==> config.mk <==
export PLATFORM = sky130hd
export DESIGN_NAME = swif_ram
export DESIGN_NICKNAME = d
export VERILOG_FILES = /design/src/design/swif_ram.sv
export SDC_FILE = /design/constraint.sdc
export NUM_CORES = 2
export LEC_CHECK = 0
export BUFFER_PORTS_ARGS = -buffer_cell sky130_fd_sc_hd__buf_2
export CELL_PAD_IN_SITES_DETAIL_PLACEMENT = 1
export CELL_PAD_IN_SITES_GLOBAL_PLACEMENT = 1
export CORE_UTILIZATION = 60
export DETAILED_ROUTE_END_ITERATION = 16
export HOLD_SLACK_MARGIN = 0.12
export PLACE_DENSITY = 0.79
export RECOVER_POWER = 25
export REMOVE_ABC_BUFFERS = 1
export SLEW_MARGIN = 40
export SYNTH_ARGS = -nofsm -noshare
export SYNTH_HDL_FRONTEND = slang
export SYNTH_SLANG_ARGS = --single-unit
==> constraint.sdc <==
create_clock -name clock -period 6.2 [get_ports clock]
set_input_delay 0 -clock clock [delete_from_list [all_inputs] [get_ports clock]]
set_output_delay 0 -clock clock [all_outputs]
set_load 0.005 [all_outputs]
==> src/design/swif_ram.sv <==
// generic single write port ram with registered read
module swif_ram #(
   parameter int WIDTH = 32,
   parameter int DEPTH = 128
) (
   input  logic                     clock,
   input  logic                     wr_en,
   input  logic [$clog2(DEPTH)-1:0] wr_addr,
   input  logic [WIDTH-1:0]         wr_data,
   input  logic [$clog2(DEPTH)-1:0] rd_addr,
   output logic [WIDTH-1:0]         rd_data
);

   logic [WIDTH-1:0] mem_ff [DEPTH];
   logic [WIDTH-1:0] rd_data_ff;

   always_ff @(posedge clock) begin
      if (wr_en) begin
         mem_ff[wr_addr] <= wr_data;
      end
      rd_data_ff <= mem_ff[rd_addr];
   end

   assign rd_data = rd_data_ff;

endmodule

* Word level (Yosys, flattened, before mapping)
Memories as Yosys holds them, arrays and structs flattened. A register that Yosys moved wholly into a read port is not among the register bits.
Index checks and enable logic that the tools add are counted.
** Word-level totals
- Bits in registers :: 0
- Bits in writable memories :: 4096
- Input bits :: 48
- Output and inout port bits :: 32
- Logic and storage cells :: 3
- Memories kept :: 1
** Cells by class
- Mux-type cells :: 2
** Memory list
- mem_ff :: words 128, width 32, rd ports 1, clocked after Yosys merged registers in 1, wr ports 1, RTL line 14 : logic [WIDTH-1:0] mem_ff [DEPTH];
** Operators with widths (number)
- 2-to-1 mux 1 bit :: 2

* Depth between registers and ports, before layout
- Word-level depth :: 2
- Gate-level depth with buffers :: 8
- Depth with buffers taken out :: 4

* Least setup slack after synthesis
Ideal clock, no wire load.
- Path type :: input -> register
- From :: input port wr_en
- To :: memory mem_ff[98][0], enable pin
- Library setup time :: 461 ps
- Arrival time :: 2778 ps
- Data required time :: 5739 ps
- Slack :: 2961 ps
- Stages :: 3
- Buffers on the path :: 1
- Cell sequence :: clkbuf_1 > nand4_1 > nor3_1
** On the way
- Longest elaborated chain between the ends :: 2
** Ends and longest elaborated chain
- start, declared :: RTL line 7 : input logic wr_en,
- 2-to-1 mux 1 bit :: RTL line 18 : if (wr_en) begin
- 2-to-1 mux 1 bit (implied by the code) :: RTL line 19 : mem_ff[wr_addr] <= wr_data;
- end, declared :: RTL line 14
No other way between the ends.

* Worst setup path in the final report
- From :: input port wr_data[17]
- To :: memory mem_ff[97][17] (data pin)
** RTL lines
- start, declared :: RTL line 9 : input logic [WIDTH-1:0] wr_data,
No word-level cell before the write port.

==> impl_metrics.ini <==
[place]
dp_hpwl_um = 230000
place_congestion = 0.819
preCtsSetupSlack_ns = 2.60
io_buffers = 79

[cells_and_area]
final_cell_mix = edfxtp_1 (4096), mux4_2 (1344), clkbuf_16 (413), buf_4 (200)
nets = 6554
final_util = 0.686
area_growth_pct = 13.3
layout_commonest_cell = edfxtp_1
final_layout_size_suffix_gt1_frac = 0.350

[critical_path]
cp.required_ns = 6.18
end_kind = flip-flop
startpoint_type = primary input
critical_path_arrival_ns = 4.96
crit_type = in2reg
cp_max_fo = 102

[cts]
cts.clk_slew.worst_paths_ns = 0.07
htreeDepth = 5
cts_tree = built
clkLatencyLatePin_ns = 1.04
cts_hold_buf = 80
max-clock-path-buffers = 4
clock-sinks = 4128
cts_root_buffer = clkbuf_16
post_cts_buffers = 0
ctsResizeCount = 0
cts_buffers = 409

[synth]
synth_area_per_cell_sq_um = 26.1
synth_xor_area_frac = 0
synth_mux_area_frac = 0.196
synth_seq_area_share = 0.791
ys_ff_latch = 4128
ys_warn_count = 0
yosys.area_share.simple = 0.00446
synth_cell_types = 17
synth_top_family_by_area = multiplexers
synthCells = 5990
synth-adder-area-share = 0
synth_area_sq_mm = 0.156
synth_compound_area_frac = 0

[global_routing]
grt_pass1_vias = 79032
antenna_found_initial = 65
grt_max_degree = 120
grt_pass1_wl_um = 669000
grt_usage = 0.380
grt_overflow = 0

[routing]
drtIter0Drc = 15261
wire_per_inst_um = 48.0
detail_route.first_pass.iterations = 6
routed_via_density = 7.58
routed_wl_um = 492000
drc = 0
vias = 77692
antenna_left = 0

[power]
peakVddDrop_uv = 269
power_frac_seq = 0.520
p_sw_mw = 13.3
p_leak_nw = 54.4
switching_share = 0.223
power_density_mw_per_mm2 = 336
p_int_mw = 46.2
pwr-share-comb = 0.054
total_power_mw = 59.5
pwr-share-clk = 0.426

[timing]
setup-violations-final = 0
skew_ns = 0.0632
finalCriticalPeriod_ns = 4.98
relSlewSlack = -2.75
fmaxAchievable_mhz = 201
fin_setup_tns_ns = 0
hold_violations = 0
hold_slack_ns = 0.132
min_period_over_period = 0.803
drv_slew = 1803
rsz0062_at_grt = no
tightestPinTransition_ns = 5.63
setup_ws_ns = 1.22

[floorplanning]
io_pins = 80
die_h_um = 512
die_w_um = 512
start_util = 0.606
die_area_sq_mm = 0.263
core-area_sq_mm = 0.258
rows = 186

[status]
violations = max-capacitance violations, max-slew violations
outcome = complete, but fails checks

[hold_path]
hp-class = in2reg

[job]
drv_cap = 35
## cell type report
| class | count | area [sq um] |
|---|---|---|
| Sequential cell | 4128 | 124000 |
| Fill cell | 18898 | 80900 |
| Multi-Input combinational cell | 1546 | 32300 |
| Clock buffer | 496 | 10800 |
| Tap cell | 3384 | 4230 |
| Timing Repair Buffer | 421 | 3580 |
| Clock inverter | 230 | 2320 |
| Antenna cell | 42 | 105 |
## flip-flops by register name, summed over array words and instances (netlist names)
register  cells
rd_data      32
mem_ff     4096
## cells by family (layout without fill, tap and decap cells)
| logic type | after synthesis | after routing |
|---|---|---|
| muxes | 1376 | 1376 |
| buffers and inverters | 316 | 1147 |
| other | 0 | 42 |
| DFF | 4128 | 4128 |
| and+or+nand+nor | 170 | 170 |
## cells in the mapped netlist
cell type	number	share of area
edfxtp_1	4096	0.79
mux4_2	1344	0.19
clkbuf_1	182	0.0044
nor2_1	122	0.0029
buf_2	79	0.0025
buf_1	50	0.0012
dfxtp_1	32	0.0041
mux2_2	32	0.0023
nand2_1	14	0.00034
nand3_1	12	0.00038
nor3_1	9	0.00029
nor2b_1	7	0.00028
buf_4	3	0.00014
nand4_1	3	0.00012
buf_6	2	0.00014
nand2b_1	2	0.000080
or3_1	1	0.000040
## worst max-delay path: stages
cell and delay (ns):
dlygate4sd3_1 0.55, clkbuf_1 0.29, clkbuf_1 3.92
## power by group through the flow
stage | Combinational, mW | Clock [mW] | Sequential [mW]
floorplan | 1.14 | 0 | 31.4
global placement | 2.80 | 0 | 31.5
detailed placement | 2.91 | 0 | 31.5
CTS | 3.12 | 25.4 | 30.9
global route | 3.23 | 26.1 | 30.9
finish | 3.21 | 25.4 | 30.9
## routing by layer
metal | vias up | wire, um | GRT usage
met5 | - | 201 | 0
met4 | 28 | 21000 | 0.151
met3 | 1194 | 74200 | 0.108
met2 | 7816 | 235000 | 0.586
met1 | 41230 | 162000 | 0.521
li1 | 27424 | - | -
## final timing paths
kind | start | endpoint | slack (ns) | depth (start not counted)
worst max register to register | mem_ff[21][30] | rd_data[30] | 2.62 | 6
worst min register to register | mem_ff[58][3] | rd_data[3] | 1.18 | 4
worst max-delay path | wr_data[17] | mem_ff[97][17] | 1.22 | 3
worst min-delay path | wr_addr[6] | mem_ff[119][9] | 0.13 | 4
## through the flow
step	area, sq um	cells
final	177000	10247
after detailed placement	163000	9384
after floorplan	155000	5674
after global routing	177000	10224
after CTS	177000	10190
after global placement	163000	9381
(Power assumes the default switching activity.)
