**src/design/swif_pkg.sv**
```systemverilog
// shared types and constants for the seed window interval finder
package swif_pkg;

   localparam int MAX_SEEDS_DEFAULT  = 64;
   localparam int MAX_SEEDS_LIMIT    = 64;
   localparam int JOB_COUNT_W        = $clog2(MAX_SEEDS_LIMIT + 1);
   localparam int REF_W              = 16;
   localparam int POS_W              = 32;
   localparam int IDX_W              = 6;
   localparam logic [POS_W-1:0] MAX_INTERVAL_RESET = 32'd1024;

   typedef struct packed {
      logic [REF_W-1:0] ref_index;
      logic [POS_W-1:0] seed_begin;
      logic [POS_W-1:0] seed_end;
      logic             last_seed;
   } req_payload_type;

   typedef struct packed {
      logic [REF_W-1:0] interval_ref;
      logic [IDX_W-1:0] interval_start;
      logic [IDX_W-1:0] interval_end;
      logic             last_interval;
   } rsp_payload_type;

   typedef struct packed {
      logic [REF_W-1:0]       ref_index;
      logic [JOB_COUNT_W-1:0] seed_count;
      logic                   bank;
   } job_type;

endpackage

```
**src/design/swif_job_fifo.sv**
```systemverilog
// two entry queue of seed set jobs between front and back
module swif_job_fifo (
   input  logic              clock,
   input  logic              reset,
   input  logic              push,
   output logic              push_ready,
   input  swif_pkg::job_type push_data,
   input  logic              pop,
   output logic              pop_valid,
   output swif_pkg::job_type pop_data
);
   import swif_pkg::*;

   job_type    entries_ff [2];
   logic       wr_ptr_ff, wr_ptr_in;
   logic       rd_ptr_ff, rd_ptr_in;
   logic [1:0] count_ff, count_in;
   logic       do_push, do_pop;

   assign push_ready = (count_ff != 2'd2);
   assign pop_valid  = (count_ff != 2'd0);
   assign pop_data   = entries_ff[rd_ptr_ff];
   assign do_push    = push && push_ready;
   assign do_pop     = pop && pop_valid;

   always_comb begin
      wr_ptr_in = do_push ? ~wr_ptr_ff : wr_ptr_ff;
      rd_ptr_in = do_pop ? ~rd_ptr_ff : rd_ptr_ff;
      count_in  = count_ff;
      if (do_push && !do_pop) begin
         count_in = count_ff + 2'd1;
      end else if (do_pop && !do_push) begin
         count_in = count_ff - 2'd1;
      end
   end

   always_ff @(posedge clock) begin
      if (reset) begin
         wr_ptr_ff <= 1'b0;
         rd_ptr_ff <= 1'b0;
         count_ff  <= 2'd0;
      end else begin
         wr_ptr_ff <= wr_ptr_in;
         rd_ptr_ff <= rd_ptr_in;
         count_ff  <= count_in;
      end
   end

   always_ff @(posedge clock) begin
      if (do_push) begin
         entries_ff[wr_ptr_ff] <= push_data;
      end
   end

endmodule

```
**config.mk**
```make
export PLATFORM = sky130hd
export DESIGN_NAME = swif_job_fifo
export DESIGN_NICKNAME = d
export VERILOG_FILES = /design/src/design/swif_pkg.sv /design/src/design/swif_job_fifo.sv
export SDC_FILE = /design/constraint.sdc
export NUM_CORES = 1
export LEC_CHECK = 0
export BUFFER_PORTS_ARGS = -buffer_cell sky130_fd_sc_hd__buf_2
export CORE_MARGIN = 5
export CORE_UTILIZATION = 45
export DETAILED_ROUTE_END_ITERATION = 10
export PLACE_DENSITY = 0.7
export SYNTH_ARGS = -nofsm -noshare
export SYNTH_HDL_FRONTEND = slang
export SYNTH_SLANG_ARGS = --single-unit
```
**constraint.sdc**
```tcl
create_clock -name clock -period 2.2 [get_ports clock]
set_clock_uncertainty 0.15 [all_clocks]
set_input_delay 0.33 -clock clock [delete_from_list [all_inputs] [get_ports clock]]
set_output_delay 0.33 -clock clock [all_outputs]
set_load 0.1 [all_outputs]
```
# [Yosys cells after proc, flatten, opt, wreduce, memory -nomap -nowiden]
# Memory sizes are Yosys's and may differ from the RTL's. A register that Yosys moved wholly into a read port is not among the register bits.
# Index checks and enable logic that the tools add are counted.
[classes] add_sub_neg=2 mul=0 div_mod_pow=0 order_cmp=0 eq_ne=1 shifts=0 mux=6 n_bitwise=2 n_reduce_logical=8
[ops] op="1-bit logical AND" count=4
[ops] op="1-bit 2-to-1 mux" count=4
[ops] op="2-bit 2-to-1 mux" count=2
[ops] op="2-bit nonzero test" count=2
[ops] op="2-bit by 1-bit adder with 2-bit output (second input constant)" count=1
[ops] op="1-bit logical NOT" count=2
[ops] op="2-bit != test (second input constant)" count=1
[ops] op="1-bit NOT" count=2
[ops] op="2-bit by 1-bit subtractor with 2-bit output (second input constant)" count=1
[totals] ff_bits=4 latch_bits=0 ramBits=48 rom_bits=0 inputBits=28 out_inout_bits=26 word_cells=23 memories=1
[mem_list] memory="entries_ff" depth=2 width=24 read_ports=1 rd_clocked_by_memory_dff=1 wr=1 line_no="swif_job_fifo.sv:14" rtl="job_type entries_ff [2];"

# [Depth between registers and ports, before layout]
[logic_depth] ltp_word=6 mapped_depth=6 mapped_depth_nobuf=6

# [Least setup slack after synthesis]
# No wires, ideal clock.
[synth_path] path_kind="register -> register" from="register count_ff[0]" to="memory entries_ff[1][0] in the netlist's numbering (enable)" setup_ns=0.383 t_arrival_ns=2.018 t_required_ns=1.667 slack_ns=-0.350 path_stages_with_launch=3 path_buffers=0 synth_period_minus_slack_ns=2.550 path_cell_list="dfxtp_1 nand2b_1 and3_1"
[synth_via] elab_chain_cells=4
[synth_lines] item="start: declaration" line_no="swif_job_fifo.sv:17" rtl="logic [1:0] count_ff, count_in;"
[synth_lines] item="start signal: assignment" line_no="swif_job_fifo.sv:45" rtl="count_ff <= count_in;"
[synth_lines] item="2-bit != test" line_no="swif_job_fifo.sv:20" rtl="assign push_ready = (count_ff != 2'd2);"
[synth_lines] item="named net push_ready" line_no="swif_job_fifo.sv:6" rtl="output logic push_ready,"
[synth_lines] item="1-bit logical AND" line_no="swif_job_fifo.sv:23" rtl="assign do_push = push && push_ready;"
[synth_lines] item="1-bit 2-to-1 mux" line_no="swif_job_fifo.sv:50" rtl="if (do_push) begin"
[synth_lines] item="1-bit 2-to-1 mux (implied by the code)" line_no="swif_job_fifo.sv:51" rtl="entries_ff[wr_ptr_ff] <= push_data;"
[synth_lines] item="end: declaration" line_no="swif_job_fifo.sv:14"
# The timed path passes the listed nets, and every way through them passes these cells.

==> impl_metrics.ini <==
[synth]
yosys_most_used_dff = edfxtp_1
netlist_area_um2 = 1950
synth_cells = 99
synth_top_area_share_pct = 73.8
yosysTopAreaCell = edfxtp_1
synth_commonest_cells = edfxtp_1 (48), mux2_2 (24), dfxtp_1 (5), nor2_1 (3), xor2_1 (3)
syn_avg_cell_area_um2 = 19.7
syn-num-nets = 128
synth_most_common_cell = edfxtp_1
netlist_top_cells_area = edfxtp_1 (74%), mux2_2 (14%), dfxtp_1 (5.1%), xor2_1 (1.3%), buf_4 (0.77%)
synth-edff-count = 48
seq_area_frac_synth_pct = 78.9
ys_ff_latch = 53
ys_types = 18
async_reset_ff_share_pct = 0
synth_warnings = 0

[routing]
viasPerCell = 5.01
routedWlPerCell_um = 16.1
drt_first_iter_violations = 46
drc = 0
wl_mm = 3.45
vias = 1072
drtPass1Iterations = 2
ant_nets = 0

[global_routing]
grt_pass1_wl_mm = 5.63
grt_overflow = 0
grt_max_degree = 25
grt_pass1_vias = 1214
antenna_found_initial = 0
track_usage_pct = 12.5

[clock_network]
post_cts_resized = 0
cts_tree = yes
clk_latency_ps = 290
postCtsSetupBuffers = 0
cts-root-buf = clkbuf_8
cts_made_buffers = 5
hold_buffers = 0
path_clk_slew_ps = 90
h-tree-depth = 2
clockBufferDepth = 2
cts.sinks = 53

[sta]
rsz0062_at_grt = no
slew_headroom_pct = 67.6
period_minus_slack_ps = 1900
setup_viol = 0
fin_setup_tns_ps = 0
hold_viol = 0
fin_crit_sh_pct = 86.4
fmax_ghz = 0.526
worst_pin_slew_ps = 489
maxSlewViolCount = 0

[hold_path]
hp-class = input pin to register

[critical_path]
endpoint_kind = primary output
cp_data_required_time_ps = 1720
startpoint_type = register
critPathArrivalTime_ps = 1420
critical_path_class = register to primary output
crit_fanout = 13

[floorplanning]
die_w_um = 75.9
num_rows = 24
core-area_um2 = 4290
start_util_pct = 45.5
die_y_um = 75.9
pin_count = 54
die_area_um2 = 5760

[layout]
fin_nets = 190
antennaDiodeCount = 0
drive_above_1_share_pct = 56.2
area_growth_pct = 41.8

[placement]
portBuffers = 53
place_hpwl_mm = 2.58
gp_congestion = 0.666

[outcome]
outcome = complete, no violations

[run]
cap_violations = 0
==> cells in the final DEF (no fill, tap or decap) <==
| cell type | count |
|---|---|
| buf_4 | 5 |
| xor2_1 | 3 |
| nand2b_2 | 1 |
| nand3b_1 | 1 |
| clkbuf_8 | 5 |
| o21ai_0 | 2 |
| bufinv_16 | 1 |
| edfxtp_1 | 48 |
| inv_1 | 1 |
| ha_1 | 1 |
| or2_2 | 1 |
| clkinv_1 | 1 |
| a21bo_2 | 1 |
| dfxtp_1 | 5 |
| buf_2 | 29 |
| or3_1 | 1 |
| nor2_1 | 3 |
| and3_1 | 1 |
| and2_1 | 1 |
| buf_12 | 24 |
| clkbuf_1 | 1 |
| a21oi_1 | 2 |
| mux2_2 | 24 |
==> worst paths after layout <==
| check | endpoint | from | cells after the start | slack (ps) |
|---|---|---|---|---|
| worst max-delay path | pop_data[9] | register | 3 | 300 |
| worst min-delay path | entries_ff[1][16] | push_data[16] | 1 | 70 |
| worst max register to register | count_ff[1] | count_ff[0] | 5 | 410 |
| worst min register to register | rd_ptr_ff | rd_ptr_ff | 2 | 380 |
==> worst max-delay path, stage by stage, from the launching register on <==
cell     delay, ps
dfxtp_1        330
buf_4          220
mux2_2         400
buf_12         170
==> flip-flops by register name, summed over array words and instances (netlist names), named ones only <==
name        count
rd_ptr_ff       1
wr_ptr_ff       1
count_ff        2
entries_ff     48
==> cell type report <==
| class | instances | area, µm² |
|---|---|---|
| clock buffer | 6 | 72.6 |
| clock inverter | 2 | 33.8 |
| fill | 317 | 1520 |
| inverter | 1 | 3.75 |
| multi-input combinational | 42 | 392 |
| sequential | 53 | 1540 |
| tap | 52 | 65.1 |
| timing repair buffer | 58 | 663 |
==> per-stage QoR <==
step	hold WS [ps]	setup WS (ps)	utilization [%]	area [µm²]	std cells
floorplan	249	27.1	-	1960	99
global placement	341	510	62.1	2670	206
detailed placement	359	424	62.1	2670	206
CTS	57.7	283	64.5	2770	214
global route	50.3	253	64.5	2770	214
finish	70.8	300	64.5	2770	214
==> layer usage <==
layer / track usage (%) / vias to the layer above / wire, µm
li1: - / 500 / -
met3: 4.74 / 6 / 224
met4: 5.87 / 0 / 59
met1: 13.5 / 529 / 1310
met2: 21.2 / 37 / 1850
met5: 0 / - / 0
==> cells by family after synthesis <==
kind of cell             after synthesis  share of synthesized area, %
XOR/XNOR                               3                          1.34
adder cells (fa/ha/maj)                1                         0.640
flip-flops                            53                          78.9
AO/OA/AOI/OAI                          5                          1.54
buffers and inverters                  4                          1.22
multiplexers                          24                          13.8
AND/OR/NAND/NOR                        9                          2.56
Power is not shown: default switching activity piles up to over one toggle a cycle in this logic, so the estimate is an artifact.
