==> src/design/swif_pkg.sv <==
// shared types and constants for the seed window interval finder
package swif_pkg;

   localparam int MAX_SEEDS_DEFAULT  = 64;
   localparam int MAX_SEEDS_LIMIT    = 64;
   localparam int JOB_COUNT_W        = $clog2(MAX_SEEDS_LIMIT + 1);
   localparam int REF_W              = 16;
   localparam int POS_W              = 32;
   localparam int IDX_W              = 6;
   localparam logic [POS_W-1:0] MAX_INTERVAL_RESET = 32'd1024;

   typedef struct packed {
      logic [REF_W-1:0] ref_index;
      logic [POS_W-1:0] seed_begin;
      logic [POS_W-1:0] seed_end;
      logic             last_seed;
   } req_payload_type;

   typedef struct packed {
      logic [REF_W-1:0] interval_ref;
      logic [IDX_W-1:0] interval_start;
      logic [IDX_W-1:0] interval_end;
      logic             last_interval;
   } rsp_payload_type;

   typedef struct packed {
      logic [REF_W-1:0]       ref_index;
      logic [JOB_COUNT_W-1:0] seed_count;
      logic                   bank;
   } job_type;

endpackage

==> src/design/swif_front.sv <==
// seed intake: stores seeds into the free bank and posts a job per set
module swif_front #(
   parameter int MAX_SEEDS = swif_pkg::MAX_SEEDS_DEFAULT
) (
   input  logic                                clock,
   input  logic                                reset,
   input  logic                                req_valid,
   output logic                                req_ready,
   input  swif_pkg::req_payload_type           req_payload,
   input  logic                                job_ready,
   output logic                                job_push,
   output swif_pkg::job_type                   job,
   output logic                                seed_wr_en,
   output logic [$clog2(MAX_SEEDS):0]          seed_wr_addr,
   output logic [swif_pkg::POS_W-1:0]          seed_wr_begin,
   output logic [swif_pkg::POS_W-1:0]          seed_wr_end
);
   import swif_pkg::*;

   localparam int IW = $clog2(MAX_SEEDS);
   localparam int CW = $clog2(MAX_SEEDS + 1);

   logic [CW-1:0] count_ff, count_in;
   logic          bank_ff, bank_in;
   logic          accept;
   logic          room;
   logic [CW-1:0] count_next;

   assign req_ready  = job_ready;
   assign accept     = req_valid && req_ready;
   assign room       = (count_ff < CW'(MAX_SEEDS));
   assign seed_wr_en = accept && room;
   assign count_next = (accept && room) ? count_ff + CW'(1) : count_ff;

   assign seed_wr_addr  = {bank_ff, count_ff[IW-1:0]};
   assign seed_wr_begin = req_payload.seed_begin;
   assign seed_wr_end   = req_payload.seed_end;

   assign job_push       = accept && req_payload.last_seed;
   assign job.ref_index  = req_payload.ref_index;
   assign job.seed_count = JOB_COUNT_W'(count_next);
   assign job.bank       = bank_ff;

   always_comb begin
      count_in = count_next;
      bank_in  = bank_ff;
      if (job_push) begin
         count_in = '0;
         bank_in  = ~bank_ff;
      end
   end

   always_ff @(posedge clock) begin
      if (reset) begin
         count_ff <= '0;
         bank_ff  <= 1'b0;
      end else begin
         count_ff <= count_in;
         bank_ff  <= bank_in;
      end
   end

endmodule

==> config.mk <==
export PLATFORM = sky130hd
export DESIGN_NAME = swif_front
export DESIGN_NICKNAME = d
export VERILOG_FILES = /design/src/design/swif_pkg.sv /design/src/design/swif_front.sv
export SDC_FILE = /design/constraint.sdc
export NUM_CORES = 1
export LEC_CHECK = 0
export ABC_AREA = 1
export BUFFER_PORTS_ARGS = -buffer_cell sky130_fd_sc_hd__buf_2
export CAP_MARGIN = 20
export CORE_AREA = 2 2 70 72
export CTS_CLUSTER_DIAMETER = 150
export DETAILED_ROUTE_END_ITERATION = 10
export DIE_AREA = 0 0 72 74
export PLACE_DENSITY = 0.8
export SLEW_MARGIN = 5
export SYNTH_ARGS = -nofsm -noshare
export SYNTH_HDL_FRONTEND = slang
export SYNTH_SLANG_ARGS = --single-unit
export TNS_END_PERCENT = 50
==> constraint.sdc <==
create_clock -name clock -period 2.29 [get_ports clock]
set_input_delay 0.229 -clock clock [delete_from_list [all_inputs] [get_ports clock]]
set_output_delay 0.229 -clock clock [all_outputs]
set_load 0.05 [all_outputs]
Word level (Yosys, flattened, before mapping). Cells that the tools add are included.

Multiplexer cells: 1. Reductions and logical operators: 4. Order comparisons: 1. Add/sub/neg operators: 1. Bitwise gates (word level): 1.

Operators by type and width (number): $add 7x1->7 const B (1); $lt 7x7->1 const B (1); $mux 7 (1); $logic_and 1x1->1 (3); $reduce_or 2->1 (1); $not 1->1 (1).

Output and inout port bits: 98. Word-level logic and storage cells: 10. Input bits: 85. Register bits: 8.

Longest topological paths before layout. Gate-level depths: netlist (run 1).

Word-level depth: 3. Mapped depth: 6. Depth with buffers taken out: 6.

Least setup slack after synthesis (run 1). No wires, ideal clock.

Path type: register to output. Start point: register count_ff[6]. End point: output port job[5] in the netlist's numbering. Stages on the path, launching flop included: 6. Buffers on the path: 0. Slack: 0.863 ns. Required time: 2.061 ns. Arrival time: 1.198 ns. Cell sequence: dfxtp_1 -> nor2_4 -> nand3_1 -> nand2_1 -> nand2_1 -> inv_1.

RTL lines: start: declaration (RTL line swif_front.sv:23) `logic [CW-1:0] count_ff, count_in;`; start signal: assignment (RTL line swif_front.sv:58) `count_ff <= count_in;`; end: declaration (RTL line swif_front.sv:12) `output swif_pkg::job_type job,`.

==> results of run 1 <==
-- worst reg2reg max path, cell delays in order (launching register included) --
cell     delay [ns]
dfxtp_1        0.37
ha_1           0.20
inv_1          0.06
nor2_1         0.14
nand2_1        0.07
nand2_1        0.11
nor2_1         0.05
-- worst min path at each step --
stage,to,slack [ns],depth (start not counted)
after floorplan,bank_ff,0.30,1
after global placement,bank_ff,0.40,2
after detailed placement,bank_ff,0.41,2
after CTS,bank_ff,0.16,2
after global routing,bank_ff,0.16,2
final,bank_ff,0.17,2
-- per-layer routing --
metal,routed length [µm],vias to the layer above
li1,-,250
met4,295,0
met2,967,57
met3,309,44
met1,511,227
met5,0,-
-- power by group --
part	internal, W	switching (W)
clock	0.000115	0.0000625
sequential	0.000144	0.00000353
combinational	0.0000189	0.0000644
-- sequential cells by signal (all words and copies together) (netlist names) --
signal    flops
count_ff      7
bank_ff       1
-- synth_stat cells --
cell type / instances
inv_1: 14
xor2_2: 1
dfxtp_1: 8
o21ai_1: 1
nand4_1: 1
or2_1: 1
o21bai_1: 1
nand2_1: 14
nor2_4: 1
ha_1: 1
a21oi_1: 2
nand2_2: 1
inv_2: 1
buf_4: 89
xor2_1: 1
o21ai_0: 1
nor2b_1: 1
nand3_1: 6
nand3_4: 1
nor2_1: 8
-- placed cells by master, fill, tap and decap left out --
cell      synthesis  layout
clkbuf_8          0       3
buf_2             0      22
o21bai_1          1       1
dfxtp_1           8       8
inv_1            14      14
nor2_1            8       8
nor2b_1           1       1
nand2_2           1       1
a21oi_1           2       2
or2_1             1       1
xor2_2            1       1
ha_1              1       1
nor2_4            1       1
xor2_1            1       1
inv_2             1       1
nand4_1           1       1
nand2_1          14      14
nand3_4           1       1
nand3_1           6       6
o21ai_0           1       1
o21ai_1           1       1
-- kinds of logic (layout without fill, tap and decap cells) --
family / count (synthesis) / in the layout / share of synthesized area (%)
AOI/OAI and AO/OA: 5 / 5 / 2.47
xor gates and xnor gates: 2 / 2 / 2.24
adders and majority gates: 1 / 1 / 1.12
buffers and inverters: 104 / 40 / 64.9
DFF: 8 / 8 / 14.3
and+or+nand+nor: 34 / 34 / 14.9
-- area by class of cell --
type                       instances  share of cell area [%]
multi-input combinational         42                    34.7
clock buffer                       3                    6.19
tap                               54                    10.1
sequential                         8                    24.0
inverter                          15                    8.44
timing repair buffer              22                    16.5
-- stage by stage --
| step | util (%) | cells | instance area (µm²) | setup WS [ns] |
|---|---|---|---|---|
| after floorplan | - | 154 | 1120 | 0.863 |
| after global placement | 13.6 | 141 | 626 | 0.901 |
| after detailed placement | 13.6 | 141 | 626 | 0.870 |
| after CTS | 14.5 | 144 | 667 | 0.610 |
| after global routing | 14.5 | 144 | 667 | 0.489 |
| final | 14.5 | 144 | 667 | 0.626 |
==> results.toml, run 1 <==
[global_route]
grt_start_max_net_pins = 8
grt.total_usage_pct = 7.84
gr-usage-met3_pct = 4.20
grt_most_used_layer = "met4"
grtUsageMet1_pct = 4.98
global_route_total_overflow = 0
number_of_antenna_violations_at_the_first_check_in_global_routing = 0
met2_usage_pct = 11.9
grt_pass1_wl_um = 2950
number_of_global_route_vias_before_repair = 577

[power_and_ir_drop]
power.density_nw_per_um2 = 611
fin_total_pwr_w = 0.000407
cellLeakagePower_nw = 0.378
vdd.ir_drop.worst_mv = 0.108

[synthesis]
synthTopCellsByArea = "buf_4 (60%), dfxtp_1 (14%), inv_1 (4.7%), nand2_1 (4.7%), nand3_1 (2.7%)"
yosys_register_bits = 8
postSynthAreaPerCell_um2 = 7.25
seq_area_frac_synth_pct = 14.3
mappedNetlistArea_um2 = 1120
synth_nets = 240
synth_top_cell_by_area = "buf_4"
ys.warnings.count = 0
synthDominantCellAreaShare_pct = 59.9
netlist-cell-type-count = 20
postSynthCellCount = 154

[die]
fp-row-count = 25
boundaryPins = 183
die_h_um = 74
start_util_pct = 24.3
chipWidth_um = 72
placeableCoreArea_um2 = 4600
die-area_um2 = 5330

[setup_path]
timing.rr.start = "count_ff[1]"
endpoint_kind = "output port"
critical_path.startpoint_type = "flip-flop"
worst_path_max_delay_cell = "dfxtp_1"
setup.reg_to_reg.worst_slack_ns = 1.17
critical_path.endpoint = "job[3]"
crit_start = "count_ff[1]"
rr_endpoint = "count_ff[2]"
slowest_delay_ns = 0.37
worst-r2r-cell-count = 6
critical_path_arrival_ns = 1.43
crit_type = "reg -> out"
worst-path-max-fanout = 5
timing.critical_path.cells = "ha_1 -> inv_1 -> nor2_1 -> nand2_1 -> nand2_1 -> inv_1 -> buf_2"
cell_depth_of_the_worst_setup_path = 7
cpLargestDelayFamily = "flip-flops"
combined_buffer_and_inverter_count_along_the_critical_path = 3
cp.required_ns = 2.06

[clock_tree]
tritoncts_clock_tree = "yes"
tritoncts_num_sinks = 8
htree_levels = 1
post_cts_resized = 0
postCtsHoldBufs = 0
numCtsBuffers = 3
postCtsSetupRepairBufs = 0
cts.path.max_buffers = 2
cts.clk_slew.worst_paths_ns = 0.04
clock_root_buffer = "clkbuf_8"
clock_latency_ns = 0.23

[timing]
timing.max_slew.rel_slack_pct = 82.6
final-setup-viol-count = 0
finalClockSkew_ns = 0.000297
max_slew.worst_pin.slew_ns = 0.261
rsz0062_at_grt = "false"
clock.fmax_mhz = 601
hold_slack_ns = 0.167
slew_viol_final = 0
post-route-min-period_ns = 1.66
final_hold_fails = 0
setup_tns_final_ns = 0
final_min_period_over_clock_period_pct = 72.7

[route]
first_iter_violations = 27
ant_nets = 0
via_density_per_instance = 4.01
route.vias.total = 578
drt_pass1_iterations = 4
wirelength_um = 2090
drcViolationCount = 0
post_drt_wl_per_cell_um = 14.5

[min_path]
min_from = "reset"
hold_path.class = "in -> reg"

[place]
gp_routability_congestion = 0.796
dp_hpwl_um = 1710
port_buffers = 22

[job]
cap_violations = 0

[cells_and_area]
area_taken_by_multi_input_logic_gates_um2 = 231
nFillCells = 529
drive_gt1_share_pct = 33.3
area.sequential_um2 = 160
synthToLayoutAreaGrowth_pct = -40.2
antennaDiodeCount = 0
final_nets = 178

[run_status]
status = "finished, final reports clean"
Power figures use the tool's default switching activity.
==> run 2: changes to the inputs <==
clock period = 1.7 ns   (was 2.29 ns; I/O delays follow)
==> run 2 against run 1 <==
Effect of this change: combinational power increased by 34%; critical path type unchanged; sequential cell count unchanged; die area unchanged; worst setup slack got worse by 0.50 ns; final cell count unchanged; register-to-register slack got worse by 0.56 ns; count of clock-buffer cells in the layout unchanged; first-iteration DRC count increased by 150%; core utilization increased by 0.14 points.
==> results.toml, run 2 (synthesis gave the netlist of run 1 again) <==
[cells_and_area]
finish.utilization_pct = 14.6
max_reg_flops = 7
final_nets = 178
drive_gt1_share_pct = 37.8
synthToLayoutAreaGrowth_pct = -39.7
largest_regs = "count_ff x7, bank_ff x1"
nFillCells = 523
antennaDiodeCount = 0
regMostFlops = "count_ff"
layout.cells.most_common_list = "buf_2 (22), inv_1 (14), nand2_1 (14)"
layout.cells.most_common = "buf_2"

[global_route]
grt.total_usage_pct = 8.27
number_of_global_route_vias_before_repair = 596
number_of_antenna_violations_at_the_first_check_in_global_routing = 0
grt_start_max_net_pins = 8
global_route_total_overflow = 0
grt_pass1_wl_um = 3070

[route]
drcViolationCount = 0
via_density_per_instance = 4.03
wirelength_um = 2110
ant_nets = 0
first_iter_violations = 67
drt_pass1_iterations = 4
post_drt_wl_per_cell_um = 14.7
route.vias.total = 581

[die]
fp-row-count = 25
die-area_um2 = 5330
die_h_um = 74
placeableCoreArea_um2 = 4600
chipWidth_um = 72
boundaryPins = 183
start_util_pct = 24.3

[clock_tree]
tritoncts_num_sinks = 8
clock_root_buffer = "clkbuf_8"
postCtsHoldBufs = 0
tritoncts_clock_tree = "yes"
cts.path.max_buffers = 2
clock_latency_ns = 0.23
numCtsBuffers = 3
cts.clk_slew.worst_paths_ns = 0.04
htree_levels = 1

[timing]
slew_viol_final = 0
rsz0062_at_grt = "false"
final_min_period_over_clock_period_pct = 92.3
post-route-min-period_ns = 1.57
max_slew.worst_pin.slew_ns = 0.301
final-setup-viol-count = 0
timing.max_slew.rel_slack_pct = 79.9
setup_tns_final_ns = 0
clock.fmax_mhz = 637
final_hold_fails = 0
finalClockSkew_ns = 0.00203

[setup_path]
cp.required_ns = 1.53
crit_type = "reg -> out"
worst-path-max-fanout = 5
critical_path.startpoint_type = "flip-flop"
critical_path_arrival_ns = 1.40
endpoint_kind = "output port"

[place]
dp_hpwl_um = 1710
gp_routability_congestion = 0.811
port_buffers = 22

[power_and_ir_drop]
power.density_nw_per_um2 = 815
cellLeakagePower_nw = 0.376
vdd.ir_drop.worst_mv = 0.223

[run_status]
status = "finished, final reports clean"

[job]
cap_violations = 0

[min_path]
hold_path.class = "in -> reg"
-- run 2: path summary, 6_finish.rpt --
path,start,endpoint,slack [ns],depth (start not counted)
min reg2reg,count_ff[6],count_ff[6],0.54,2
min,reset,bank_ff,0.11,2
max reg2reg,count_ff[1],count_ff[2],0.61,6
max,count_ff[1],job[3],0.13,7
-- run 2: metal layers --
metal  wire [µm]  track usage, %  vias to the layer above
li1            -               -                      247
met1         521            5.39                      236
met2         975            11.9                       54
met3         289            4.34                       44
met4         328            16.1                        0
met5           0               0                        -
-- run 2: area by class of cell --
| cell class | count | area, µm² | area share [%] |
|---|---|---|---|
| sequential | 8 | 164 | 24.3 |
| timing repair buffer | 22 | 110 | 16.4 |
| inverter | 15 | 56.3 | 8.36 |
| tap | 54 | 67.6 | 10.0 |
| clock buffer | 3 | 41.3 | 6.13 |
| multi-input combinational | 42 | 234 | 34.8 |
-- run 2: worst max-delay path, cell delays in order (launching register included) --
cell and delay [ns]:
dfxtp_2 0.35, ha_2 0.19, inv_1 0.05, nor2_1 0.14
nand2_1 0.07, nand2_1 0.11, inv_1 0.05, buf_2 0.20
-- run 2: repair_timing --
item,in CTS,in global routing
setup buffers,0,0
endpoints found under the setup margin,0,3
resized for setup,0,4
-- run 2: power breakdown --
group | switching [W] | internal, W | total, W
sequential | 0.00000513 | 0.000194 | 0.000199
combinational | 0.0000867 | 0.0000257 | 0.000112
clock | 0.0000828 | 0.000154 | 0.000237
total | 0.000175 | 0.000374 | 0.000549
-- run 2: per-stage QoR --
stage / std cells / total power, W / cell area (µm²) / setup slack [ns] / hold slack, ns
CTS: 144 / 0.000557 / 667 / 0.0645 / 0.105
global route: 144 / 0.000579 / 673 / 0.0104 / 0.105
finish: 144 / 0.000549 / 673 / 0.130 / 0.110
detailed placement: 141 / 0.000315 / 626 / 0.320 / 0.340
global placement: 141 / 0.000314 / 626 / 0.369 / 0.340
floorplan: 154 / 0.000802 / 1120 / 0.332 / 0.242
==> run 3: changes to the inputs <==
==> constraint.sdc (replaced) <==
create_clock -name clock -period 1.7 [get_ports clock]
set_input_delay 0.255 -clock clock [delete_from_list [all_inputs] [get_ports clock]]
set_output_delay 0.255 -clock clock [all_outputs]
set_load 0.05 [all_outputs]
==> run 3 against run 2 <==
Effect of this change: total power decreased by 0.74%; sequential power about the same; final area increased by 2.2%; combinational power about the same; clock power decreased by 2%; global-route usage decreased by 0.59 points; critical path type unchanged; critical endpoint unchanged.
==> results.toml, run 3 (synthesis gave the netlist of run 1 again) <==
[timing]
hold_slack_ns = 0.195
timing.max_slew.rel_slack_pct = 83.3
clock.fmax_mhz = 626
rsz0062_at_grt = "false"
post-route-min-period_ns = 1.60
final_min_period_over_clock_period_pct = 94.0
final_hold_fails = 0
final-setup-viol-count = 0
setup_tns_final_ns = 0
postLayoutSetupSlackWorst_ns = 0.102
slew_viol_final = 0
finalClockSkew_ns = 0.00126
max_slew.worst_pin.slew_ns = 0.250

[route]
met3WireLength_um = 295
first_iter_violations = 56
ant_nets = 0
drcViolationCount = 0
via_density_per_instance = 4.06
top_signal_layer_used = "met4"
wirelength_um = 2010
post_drt_wl_per_cell_um = 13.9
m1WireLength_um = 523
met2_wirelength_um = 904
drt_pass1_iterations = 4
route.vias.total = 585

[die]
die_h_um = 74
fp-row-count = 25
boundaryPins = 183
start_util_pct = 24.3
chipWidth_um = 72
placeableCoreArea_um2 = 4600
die-area_um2 = 5330

[place]
post-place-ws_ns = 0.250
gp_routability_congestion = 0.683
dp_hpwl_um = 1690
port_buffers = 22

[setup_path]
timing.critical_path.cells = "ha_2 -> inv_1 -> nor2_2 -> nand2_1 -> nand2_1 -> inv_1 -> buf_4"
slowest_delay_ns = 0.35
worst-path-max-fanout = 5
critical_path_arrival_ns = 1.34
endpoint_kind = "output port"
cp.required_ns = 1.44
crit_type = "reg -> out"
worst-r2r-cell-count = 6
worst_path_max_delay_cell = "dfxtp_2"
critical_path.startpoint_type = "flip-flop"

[job]
cap_violations = 0

[global_route]
global_route_total_overflow = 0
number_of_global_route_vias_before_repair = 626
number_of_antenna_violations_at_the_first_check_in_global_routing = 0
grt_pass1_wl_um = 3020
grt_start_max_net_pins = 8
grt.total_usage_pct = 7.68

[cells_and_area]
nFillCells = 522
max_reg_flops = 7
layout.cells.most_common_list = "buf_2 (18), inv_1 (14), nand2_1 (14)"
final_nets = 178
drive_gt1_share_pct = 40.0
layout.cells.most_common = "buf_2"
synthToLayoutAreaGrowth_pct = -38.3
area_taken_by_multi_input_logic_gates_um2 = 239
largest_regs = "count_ff x7, bank_ff x1"
antennaDiodeCount = 0
area.sequential_um2 = 164
regMostFlops = "count_ff"

[clock_tree]
tritoncts_num_sinks = 8
tritoncts_clock_tree = "yes"
cts.path.max_buffers = 2
htree_levels = 1
postCtsSetupRepairBufs = 0
postCtsHoldBufs = 0
numCtsBuffers = 3
clock_root_buffer = "clkbuf_8"
clock_latency_ns = 0.23
cts.clk_slew.worst_paths_ns = 0.04

[min_path]
hold_path.class = "in -> reg"
worstHoldPathCells = 2

[power_and_ir_drop]
power.density_nw_per_um2 = 791
cellLeakagePower_nw = 0.374
vdd.ir_drop.worst_mv = 0.194

[run_status]
status = "finished, final reports clean"
[run 3: changes by cell type in the layout (fill, tap and decap cells not counted)]
| cell | previous run | this run |
|---|---|---|
| nor2_1 | 8 | 6 |
| nor2_2 | 0 | 2 |
| clkbuf_4 | 0 | 2 |
| buf_4 | 0 | 2 |
| buf_2 | 22 | 18 |
[run 3: layout make-up]
cell class                 count  share of cell area [%]
sequential                     8                    23.8
inverter                      15                    8.18
tap                           54                    9.82
timing repair buffer          22                    17.5
clock buffer                   3                    6.00
multi-input combinational     42                    34.7
[run 3: repair_timing]
action                     4_1_cts  5_1_grt
resized for setup                1       10
pin swaps                        0        0
setup endpoints to repair        1        4
[run 3: metal layers]
metal  vias up  global-route usage (%)
met4         0                    13.0
met3        42                    4.34
met1       241                    4.83
li1        248                       -
met2        54                    12.0
met5         -                       0
[run 3: critical path, delay by kind of cell (launching register included)]
kind | cells | cell delay [ns]
simple gates | 3 | 0.28
fa+ha+maj | 1 | 0.19
flops | 1 | 0.35
buf+inv | 3 | 0.29
[run 3: power breakdown]
group          total [W]  switching, W  internal [W]
logic           0.000112     0.0000861     0.0000259
registers       0.000199    0.00000490      0.000194
clock network   0.000233     0.0000795      0.000154
total           0.000545      0.000171      0.000374
[run 3: final timing paths]
check | start | slack [ns] | endpoint
max | count_ff[1] | 0.10 | job[3]
min | reset | 0.19 | bank_ff
max reg2reg | count_ff[1] | 0.66 | count_ff[2]
min reg2reg | bank_ff | 0.53 | bank_ff
[run 3: per-stage QoR]
stage	total power [W]	std cells	area, µm²	utilization (%)
floorplan	0.000802	154	1120	-
global placement	0.000314	141	626	13.6
detailed placement	0.000314	141	626	13.6
CTS	0.000549	144	669	14.6
global route	0.000567	144	688	15.0
finish	0.000545	144	688	15.0
